**config.mk**
```make
export PLATFORM = sky130hd
export DESIGN_NAME = lzw_ctrl
export DESIGN_NICKNAME = d
export VERILOG_FILES = /design/src/design/lzw_pkg.sv /design/src/design/lzw_ctrl.sv
export SDC_FILE = /design/constraint.sdc
export NUM_CORES = 1
export LEC_CHECK = 0
export BUFFER_PORTS_ARGS = -buffer_cell sky130_fd_sc_hd__buf_4
export CORE_AREA = 2 2 39 41
export DETAILED_ROUTE_END_ITERATION = 8
export DIE_AREA = 0 0 41 43
export HOLD_SLACK_MARGIN = 0.1
export PLACE_DENSITY = 0.47
export SLEW_MARGIN = 15
export SYNTH_ARGS = -nofsm -noshare
export SYNTH_HDL_FRONTEND = slang
export SYNTH_SLANG_ARGS = --single-unit
```
**constraint.sdc**
```tcl
create_clock -name clk -period 3.4 [get_ports clk]
set_clock_uncertainty 0.2 [all_clocks]
set_input_delay 0.34 -clock clk [delete_from_list [all_inputs] [get_ports clk]]
set_output_delay 0.34 -clock clk [all_outputs]
set_load 0.01 [all_outputs]
```
**src/design/lzw_pkg.sv**
```systemverilog
// Shared types and constants for the LZW trie compressor.
// Used by lzw_ctrl, lzw_datapath and lzw_trie_compressor; no dependencies.
package lzw_pkg;

    localparam int ROOT_COUNT = 256;
    localparam int LETTER_W   = 8;
    localparam int CODE_W     = 9;

    typedef enum logic [2:0] {
        ST_IDLE,
        ST_HEAD,
        ST_WALK,
        ST_EMIT,
        ST_LINK
    } lzw_state_t;

    // commands from the controller to the datapath
    typedef struct packed {
        logic capture;   // latch letter, read child head of current node
        logic rd_head;   // follow child head link, read that node
        logic rd_sib;    // follow sibling link, read that node
        logic match;     // move current node to the matched child
        logic emit;      // load result, allocate fresh node unless full or block ends, restart at root
        logic link_wr;   // hook the fresh node into its parent's list
    } lzw_cmd_t;

    // status from the datapath to the controller
    typedef struct packed {
        logic head_zero;  // current node has no children
        logic hit;        // node just read holds the letter
        logic sib_zero;   // node just read is the tail of its list
        logic out_free;   // result register can take a word this cycle
        logic will_alloc; // a miss now adds a node
    } lzw_status_t;

endpackage

```
**src/design/lzw_ctrl.sv**
```systemverilog
// Sequencer for the LZW trie compressor: one letter at a time through
// head read, sibling walk, emit and link. Depends on lzw_pkg.
module lzw_ctrl (
    input  logic                 clk,
    input  logic                 rst_n,
    input  logic                 letter_valid,
    output logic                 letter_stall,
    input  lzw_pkg::lzw_status_t stat,
    output lzw_pkg::lzw_cmd_t    cmd
);
    import lzw_pkg::*;

    lzw_state_t state_reg;
    lzw_state_t state_next;

    always_ff @(posedge clk or negedge rst_n)
    begin
        if (!rst_n)
        begin
            state_reg <= ST_IDLE;
        end
        else
        begin
            state_reg <= state_next;
        end
    end

    always_comb
    begin
        state_next = state_reg;
        unique case (state_reg)
            ST_IDLE:
            begin
                if (letter_valid)
                begin
                    state_next = ST_HEAD;
                end
            end
            ST_HEAD:
            begin
                state_next = stat.head_zero ? ST_EMIT : ST_WALK;
            end
            ST_WALK:
            begin
                if (stat.hit)
                begin
                    state_next = ST_IDLE;
                end
                else if (stat.sib_zero)
                begin
                    state_next = ST_EMIT;
                end
            end
            ST_EMIT:
            begin
                if (stat.out_free)
                begin
                    state_next = stat.will_alloc ? ST_LINK : ST_IDLE;
                end
            end
            ST_LINK:
            begin
                state_next = ST_IDLE;
            end
            default:
            begin
                state_next = ST_IDLE;
            end
        endcase
    end

    always_comb
    begin
        cmd          = '0;
        letter_stall = 1'b1;
        unique case (state_reg)
            ST_IDLE:
            begin
                letter_stall = 1'b0;
                cmd.capture  = letter_valid;
            end
            ST_HEAD:
            begin
                cmd.rd_head = !stat.head_zero;
            end
            ST_WALK:
            begin
                cmd.match  = stat.hit;
                cmd.rd_sib = !stat.hit && !stat.sib_zero;
            end
            ST_EMIT:
            begin
                cmd.emit = stat.out_free;
            end
            ST_LINK:
            begin
                cmd.link_wr = 1'b1;
            end
            default:
            begin
                cmd = '0;
            end
        endcase
    end

endmodule

```
==> run summary, run 1 <==
Sequential share of the synthesized area: 36.1%
Vias in the first global route: 219
Die area: 1760 sq um
Pwr Density: 685 nW/um^2
H-Tree Depth: 1
Min cycle time layout: 1.84 ns
Leakage: 0.000178 uW
CP Buf/Inv Count: 1
Number of flip-flops in the largest register: 3
EDFF count, synth: 0
Worst hold path class: in2reg
Metal-1 WL: 218 microns
Die Wd: 41 microns
Vias: 225
Outcome: completed
Die span in y: 43 microns
Unrepaired setup endpoints after global routing: false
Setup-failing EPs final: 0
P&R area growth vs syn: 72.3%
DR top layer: met3
Worst setup EP type: output pin
Max Cap Viol: 0
Slew Viols, Final: 0
Total negative setup slack: 0 ns
All-layer global routing usage: 7.65%
Avg WL per Cell: 8.97 microns
Mean post-synth cell area: 8.65 sq um
Final design area excluding fillers: 358 sq um
Top post-synthesis cells by area: dfrtp_1 (36%), mux4_2 (11%), nor2_1 (7.2%)
Slew margin rel.: 83.3%
Ys flop type: dfrtp_1
Critical-path maximum fanout: 8
Worst setup path class: reg2out
Initial antenna violation count: 0
Cts bufs inserted: 3
Drt pass-1 iters: 2
Total Nets Final: 51
WHS: 0.119 ns
CP peak stage delay: 0.45 ns
Endpoints failing hold: 0
Reg2Reg Depth: 2
Post-CTS Setup Bufs: 0
Syn Nets: 32
Cell count after synthesis: 24
Biggest area consumer among synthesized cells: dfrtp_1
Fraction of registers with async set/reset: 100%
Core area: 1380 sq um
Placed standard-cell area: 322 sq um
Reg2Reg Capture Point: state_reg[0]
Routed length on met2: 270 microns
Remaining DRCs: 0
Largest net degree at the start of global routing: 9
Clk_lat worst skew: 0.23 ns
Worst-path cell chain: or3_1, nor2_1, buf_4
Slew @ Worst Pin: 0.251 ns
PostCTS Resize Cnt: 0
YS warnings: 0
Crit path max-delay family: simple AND/OR/NAND/NOR gates
Grt ovf: 0
Worst setup SP type: flop
Yosys top cell area share: 36.1%
Initial DRC count: 3
Final GP Congestion: 0.719
Dpl hpwl: 404 microns
Min-Delay Endpoint: state_reg[2]
Mapped cell area: 208 sq um
IO Count: 15
Met3 Routed Length: 32 microns
Crit path required time: 2.86 ns
CP arrival: 1.30 ns
Critical Path Start: state_reg[1]
Post-DRT Antenna Nets: 0
Cell Rows: 14
Post-Route WL: 520 microns
Synth cell count leaders: nor2_1 (4), dfrtp_1 (3)
R2R setup slack: 2.05 ns
Fraction of layout cells with a size suffix above 1: 42.9%
First-pass GRT wire length: 848 microns
TritonCTS clock tree: yes
Top-count cell post-synth: nor2_1
Clock sinks: 3
Number of synthesized register bits: 3
Slowest CP cell: dfrtp_1
Synth cell types: 14
Clock slew at reported path FFs: 0.04 ns
Final Cycle Share: 54.1%
Hold Crit Depth: 2
Clock tree buffer depth: 2
Hold Crit Start: stat[0]
Starting Density: 15.0%
Buffers on Ports: 14
Vias/cell: 3.88
Worst r2r src: state_reg[1]
Fmax: 0.544 GHz
CTS Root Buffer Type: clkbuf_4
Worst vdd ir: 192 uV
Ant. Diodes: 0
## power by group
part	internal, uW	switching (uW)
clock network	43.9	17.7
logic	63.2	43.4
registers	49.2	27.7
## metrics by stage
stage,total power [uW],util [%],setup WS [ns],cells
floorplan,145,-,1.77,24
global placement,184,23.2,1.80,53
detailed placement,184,23.2,1.80,53
CTS,250,25.9,1.55,58
global route,272,25.9,1.45,58
finish,245,25.9,1.56,58
## worst max path at each step
stage / cells past startpoint / end
floorplan: 3 / cmd[5]
global placement: 3 / cmd[5]
detailed placement: 3 / cmd[5]
CTS: 3 / cmd[5]
global route: 3 / cmd[5]
finish: 3 / cmd[5]
## layer usage
layer,up-vias,track usage (%)
li1,116,-
met2,7,9.06
met5,-,0
met1,102,9.42
met4,0,10.0
met3,0,1.57
## layout by cell type, fill, tap and decap left out, types with 2 or more instances in the layout
cell / instances
buf_4: 14
clkbuf_4: 3
dfrtp_1: 3
inv_1: 2
nand2_1: 2
nand2b_1: 2
nor2_1: 4
nor3_1: 2
nor3b_1: 2
## area by class of cell
| type | instances | area [sq um] |
|---|---|---|
| multi-input combinational | 18 | 114 |
| fill | 156 | 1030 |
| timing repair buffer | 15 | 115 |
| tap | 16 | 20.0 |
| sequential | 3 | 75.1 |
| inverter | 2 | 7.51 |
| clock buffer | 4 | 26.3 |
## what timing repair did
action / CTS / global route
hold buffers: 1 / 0
endpoints found under the hold margin: 3 / 0
setup endpoints to repair: 0 / 0
## logic make-up after synthesis
kind of cell | count (synthesis) | share of synthesized area (%)
simple gates | 16 | 41.6
flops | 3 | 36.1
buf+inv | 3 | 9.04
compound gates | 1 | 2.41
mux | 1 | 10.8
Note: power is estimated with default switching activity, not from simulation.
==> inputs of run 2 (changes only) <==
--- a/config.mk
+++ b/config.mk
@@ -5,12 +5,13 @@
 export SDC_FILE = /design/constraint.sdc
 export NUM_CORES = 1
 export LEC_CHECK = 0
+export ABC_AREA = 1
 export BUFFER_PORTS_ARGS = -buffer_cell sky130_fd_sc_hd__buf_4
 export CORE_AREA = 2 2 39 41
 export DETAILED_ROUTE_END_ITERATION = 8
 export DIE_AREA = 0 0 41 43
 export HOLD_SLACK_MARGIN = 0.1
-export PLACE_DENSITY = 0.47
+export PLACE_DENSITY = 0.49
 export SLEW_MARGIN = 15
 export SYNTH_ARGS = -nofsm -noshare
 export SYNTH_HDL_FRONTEND = slang
==> constraint.sdc (replaced) <==
create_clock -name clk -period 1.8 [get_ports clk]
set_clock_uncertainty 0.2 [all_clocks]
set_input_delay 0.18 -clock clk [delete_from_list [all_inputs] [get_ports clk]]
set_output_delay 0.18 -clock clk [all_outputs]
set_load 0.01 [all_outputs]
==> run summary, run 2 <==
Vias/cell: 4.01 (+3.5%)
EDFF count, synth: 0 (unchanged)
Final Cycle Share: 96.9%
Slowest CP cell: dlygate4sd3_1
Mean post-synth cell area: 6.92 sq um (-20%)
Core area: 1380 sq um (unchanged)
Worst setup path class: in2out
Max Cap Viol: 0 (unchanged)
Number of flip-flops in the largest register: 3 (unchanged)
Crit path required time: 1.42 ns (-1.44 ns)
Cell count after synthesis: 34 (+42%)
Initial antenna violation count: 0 (unchanged)
Endpoints failing hold: 0 (unchanged)
CP arrival: 1.36 ns (+0.06 ns)
Area occupied by multi-input gates: 141 sq um (+24%)
Worst setup EP type: output pin
Pwr Density: 1260 nW/um^2 (+84%)
Slew Viols, Final: 0 (unchanged)
Sequential share of the synthesized area: 31.9% (-4.2 points)
Setup-failing EPs final: 0 (unchanged)
Fraction of layout cells with a size suffix above 1: 42.1% (-0.75 points)
Buffers on Ports: 14 (unchanged)
CTS Root Buffer Type: clkbuf_4
Ys flop type: dfrtp_1
Top-count cell post-synth: nor2_1
Layout Utilization: 31.6% (+5.7 points)
Total Nets Final: 66 (+29%)
Worst setup SP type: primary input
Grt ovf: 0 (unchanged)
Fmax: 0.573 GHz
Starting Density: 17.0% (+2.0 points)
Biggest area consumer among synthesized cells: dfrtp_1
Leakage: 0.000221 uW (+24%)
Die area: 1760 sq um (unchanged)
Drt pass-1 iters: 3 (+1)
Most common cell after layout, fill and taps aside: buf_4
First-pass GRT wire length: 959 microns (+13%)
Worst vdd ir: 351 uV (+83%)
Outcome: completed
Initial DRC count: 5 (+2)
H-Tree Depth: 1 (unchanged)
Avg WL per Cell: 8.67 microns (-3.3%)
Design Power: 551 uW (+120%)
Critical-path maximum fanout: 4 (-4)
Post-DRT Antenna Nets: 0 (unchanged)
Slew @ Worst Pin: 0.241 ns (-0.00954 ns)
Vias: 293 (+30%)
Total negative setup slack: 0 ns (unchanged)
Most frequent cells in the layout: buf_4 (14), nor2_1 (6), nand2_1 (5), dlygate4sd3_1 (5)
P&R area growth vs syn: 85.6%
Min cycle time layout: 1.74 ns
Post-Route WL: 633 microns (+22%)
Worst hold path class: in2reg
Placed cell count: 64 (+21%)
CP peak stage delay: 0.54 ns (+0.09 ns)
Worst-path cell chain: dlygate4sd3_1, buf_4, or2_1, nor2_4, buf_4
Vias in the first global route: 268 (+22%)
Largest net degree at the start of global routing: 7 (-2)
Fraction of registers with async set/reset: 100% (unchanged)
YS warnings: 0 (unchanged)
Crit path max-delay family: buffers and inverters
Top post-synthesis cells by area: dfrtp_1 (32%), nor2_1 (9.6%), nand3_2 (8.5%)
Clock sinks: 3 (unchanged)
Most used cell, CP: buf_4
Dpl hpwl: 480 microns (+19%)
Die Wd: 41 microns (unchanged)
Number of synthesized register bits: 3 (unchanged)
Fill cells: 152 (-2.6%)
Clock slew at reported path FFs: 0.03 ns (about the same)
Final GP Congestion: 0.686 (-4.6%)
Cts bufs inserted: 3 (unchanged)
Cell Rows: 14 (unchanged)
Syn Nets: 42 (+31%)
Remaining DRCs: 0 (unchanged)
Final Non-Filler Cells: 73 (+26%)
Unrepaired setup endpoints after global routing: false
Clk_lat worst skew: 0.23 ns (about the same)
TritonCTS clock tree: yes
IO Count: 15 (unchanged)
Synth cell count leaders: nor2_1 (6), nand2_1 (5), inv_1 (4), nor3_1 (4), dfrtp_1 (3)
Ant. Diodes: 0 (unchanged)
Mapped cell area: 235 sq um (+13%)
Synth cell types: 14 (unchanged)
Die span in y: 43 microns (unchanged)
CP Buf/Inv Count: 3 (+2)
Seq. cell area: 75.1 sq um (unchanged)
Yosys top cell area share: 31.9% (-4.2 points)
Clock tree buffer depth: 2 (unchanged)
All-layer global routing usage: 8.56% (+0.91 points)
Slew margin rel.: 83.8% (+0.49 points)
[run 2: power breakdown]
group	switching [uW]	total [uW]	internal [uW]
combinational	169	304	136
sequential	35.6	131	95.0
clock	32.9	116	82.9
total	237	551	313
[run 2: stage by stage]
step,setup slack (ns),hold slack [ns],area [sq um]
6_report,0.0555,0.138,437
4_1_cts,0.0462,0.136,437
2_1_floorplan,0.496,-0.316,235
3_3_place_gp,0.493,-0.229,360
3_5_place_dp,0.469,-0.228,360
5_1_grt,0.0137,0.170,437
[run 2: worst paths after layout]
check | startpoint | cells past startpoint | to | slack [ns]
hold reg to reg | state_reg[2] | 3 | state_reg[2] | 0.45
max in group asynchronous | rst_n | 3 | state_reg[1] | 0.61
min in group asynchronous | rst_n | 3 | state_reg[2] | 0.64
setup reg to reg | state_reg[1] | 6 | state_reg[0] | 0.49
setup / recovery | stat[3] | 5 | cmd[3] | 0.06
hold / removal | letter_valid | 4 | state_reg[1] | 0.14
[run 2: worst min-delay path: cells and delay by family]
family	cells	cell delay, ns
AO/OA/AOI/OAI	1	0.14
buffers and inverters	2	0.12
AND/OR/NAND/NOR	1	0.08
[run 2: routing by layer]
layer	wire [microns]	share of wire (%)	GRT usage, %
met4	0	0	8.00
met2	357	56	13.1
met1	240	38	8.12
met3	35	5.5	3.14
met5	0	0	0
[run 2: timing repair]
| item | 4_1_cts | 5_1_grt |
|---|---|---|
| hold buffers | 5 | 0 |
| resized for setup | 0 | 0 |
| setup buffers | 0 | 0 |
| hold endpoints to repair | 6 | 0 |
| setup endpoints to repair | 0 | 0 |
[run 2: final cells by class]
cell class	instances	share of cell area (%)
inverter	5	4.30
timing repair buffer	19	35.5
tap	16	4.58
clock buffer	4	6.02
sequential	3	17.2
multi-input combinational	26	32.4
[run 2: cell families after synthesis]
logic type	Yosys count	synth area share, %
AO/OA/AOI/OAI	3	7.45
buffers and inverters	5	7.98
flip-flops	3	31.9
AND/OR/NAND/NOR	23	52.7
==> inputs of run 3 (changes only) <==
--- a/config.mk
+++ b/config.mk
@@ -12,6 +12,7 @@
 export DIE_AREA = 0 0 41 43
 export HOLD_SLACK_MARGIN = 0.1
 export PLACE_DENSITY = 0.49
+export RECOVER_POWER = 100
 export SLEW_MARGIN = 15
 export SYNTH_ARGS = -nofsm -noshare
 export SYNTH_HDL_FRONTEND = slang
==> run summary, run 3 (synthesis results as in run 2) <==
Outcome: completed
Clock tree buffer depth: 2 (unchanged)
Most frequent cells in the layout: clkbuf_1 (7), buf_4 (7), nor2_1 (6), nand2_1 (5), dlygate4sd3_1 (5)
Die span in y: 43 microns (unchanged)
Net Sw Frac: 45.3% (+2.2 points)
Design Power: 510 uW (-7.3%)
All-layer global routing usage: 8.56% (unchanged)
H-Tree Depth: 1 (unchanged)
Initial antenna violation count: 0 (unchanged)
Clk_lat worst skew: 0.23 ns (about the same)
Post-DRT Antenna Nets: 0 (unchanged)
Worst vdd ir: 325 uV (-7.4%)
Ant. Diodes: 0 (unchanged)
TritonCTS clock tree: yes
Cts bufs inserted: 3 (unchanged)
Remaining DRCs: 0 (unchanged)
Clock power frac: 22.9% (+1.9 points)
Die area: 1760 sq um (unchanged)
Final Cycle Share: 97.2% (+0.25 points)
Final GP Congestion: 0.686 (unchanged)
Slew margin rel.: 84.3% (+0.58 points)
Buffers on Ports: 14 (unchanged)
Largest net degree at the start of global routing: 7 (unchanged)
First-pass GRT wire length: 959 microns (unchanged)
Post-CTS Setup Bufs: 0 (unchanged)
Total negative setup slack: 0 ns (unchanged)
Avg WL per Cell: 8.77 microns (+1.1%)
CP arrival: 1.37 ns (about the same)
Worst setup SP type: primary input
Number of flip-flops in the largest register: 3 (unchanged)
Endpoints failing hold: 0 (unchanged)
Setup-failing EPs final: 0 (unchanged)
P&R area growth vs syn: 73.9%
Critical-path maximum fanout: 4 (unchanged)
CTS Root Buffer Type: clkbuf_4
Clock slew at reported path FFs: 0.04 ns (about the same)
Fmax: 0.572 GHz (-0.26%)
Total Nets Final: 66 (unchanged)
Leakage: 0.000196 uW (-12%)
Vias: 297 (+1.4%)
Starting Density: 17.0% (unchanged)
Clock sinks: 3 (unchanged)
Grt ovf: 0 (unchanged)
Initial DRC count: 5 (unchanged)
Max Cap Viol: 0 (unchanged)
Post-Route WL: 640 microns (+1.1%)
Worst setup path class: in2out
Layout Utilization: 29.6% (-2.0 points)
Slew Viols, Final: 0 (unchanged)
Min cycle time layout: 1.75 ns (+0.00451 ns)
Crit path required time: 1.42 ns (about the same)
Core area: 1380 sq um (unchanged)
Slew @ Worst Pin: 0.233 ns (-0.00855 ns)
Unrepaired setup endpoints after global routing: false
Vias in the first global route: 268 (unchanged)
Vias/cell: 4.07 (+1.4%)
Sw power: 231 uW (-2.5%)
IO Count: 15 (unchanged)
Worst setup EP type: output pin
Int Power: 279 uW (-11%)
Fraction of layout cells with a size suffix above 1: 29.8% (-12 points)
Dpl hpwl: 480 microns (unchanged)
Drt pass-1 iters: 4 (+1)
Pwr Density: 1250 nW/um^2 (-1.0%)
Cell Rows: 14 (unchanged)
Combinational Power Share: 51.9% (-3.3 points)
Worst hold path class: in2reg
Sequential power share: 25.2% (+1.5 points)
Die Wd: 41 microns (unchanged)
## run 3: through the flow
step	cells	worst slack [ns]	area [sq um]	hold slack, ns
finish	73	0.0510	409	0.133
global route	73	0.0102	409	0.170
CTS	73	0.0462	437	0.136
detailed placement	64	0.469	360	-0.228
global placement	64	0.493	360	-0.229
floorplan	34	0.496	235	-0.316
## run 3: repair_timing
| item | in CTS | in global routing |
|---|---|---|
| hold buffers | 5 | 0 |
| hold endpoints to repair | 6 | 0 |
| gates resized for setup | 0 | 0 |
## run 3: layer usage
| metal | global-route usage (%) | routed length [microns] |
|---|---|---|
| met2 | 13.1 | 357 |
| met3 | 3.14 | 41 |
| met5 | 0 | 0 |
| met4 | 8.00 | 0 |
| met1 | 8.12 | 241 |
## run 3: critical path, stage by stage
cell and delay (ns):
dlygate4sd3_1 0.54, buf_4 0.14, or2_1 0.25, nor2_4 0.13, buf_4 0.13
## run 3: power groups by stage
| stage | registers (uW) | logic (uW) | clock network [uW] |
|---|---|---|---|
| after CTS | 131 | 305 | 118 |
| final | 129 | 265 | 117 |
| after global routing | 134 | 296 | 121 |
| after global placement | 131 | 291 | 0 |
| after floorplan | 127 | 188 | 0 |
| after detailed placement | 132 | 294 | 0 |
## run 3: cell type report
type / count / area [sq um]
Timing Repair Buffer: 19 / 133
Multi-Input combinational cell: 26 / 136
Inverter: 5 / 18.8
Tap cell: 16 / 20.0
Clock buffer: 4 / 26.3
Sequential cell: 3 / 75.1
Fill cell: 159 / 975
## run 3: worst paths after layout
path	start	to	slack [ns]	cells after the start
worst max-delay path	stat[3]	cmd[3]	0.05	5
min in group asynchronous	rst_n	state_reg[2]	0.66	3
worst max register to register	state_reg[2]	state_reg[0]	0.45	6
worst min register to register	state_reg[2]	state_reg[2]	0.45	3
max in group asynchronous	rst_n	state_reg[1]	0.60	3
worst min-delay path	letter_valid	state_reg[1]	0.13	4
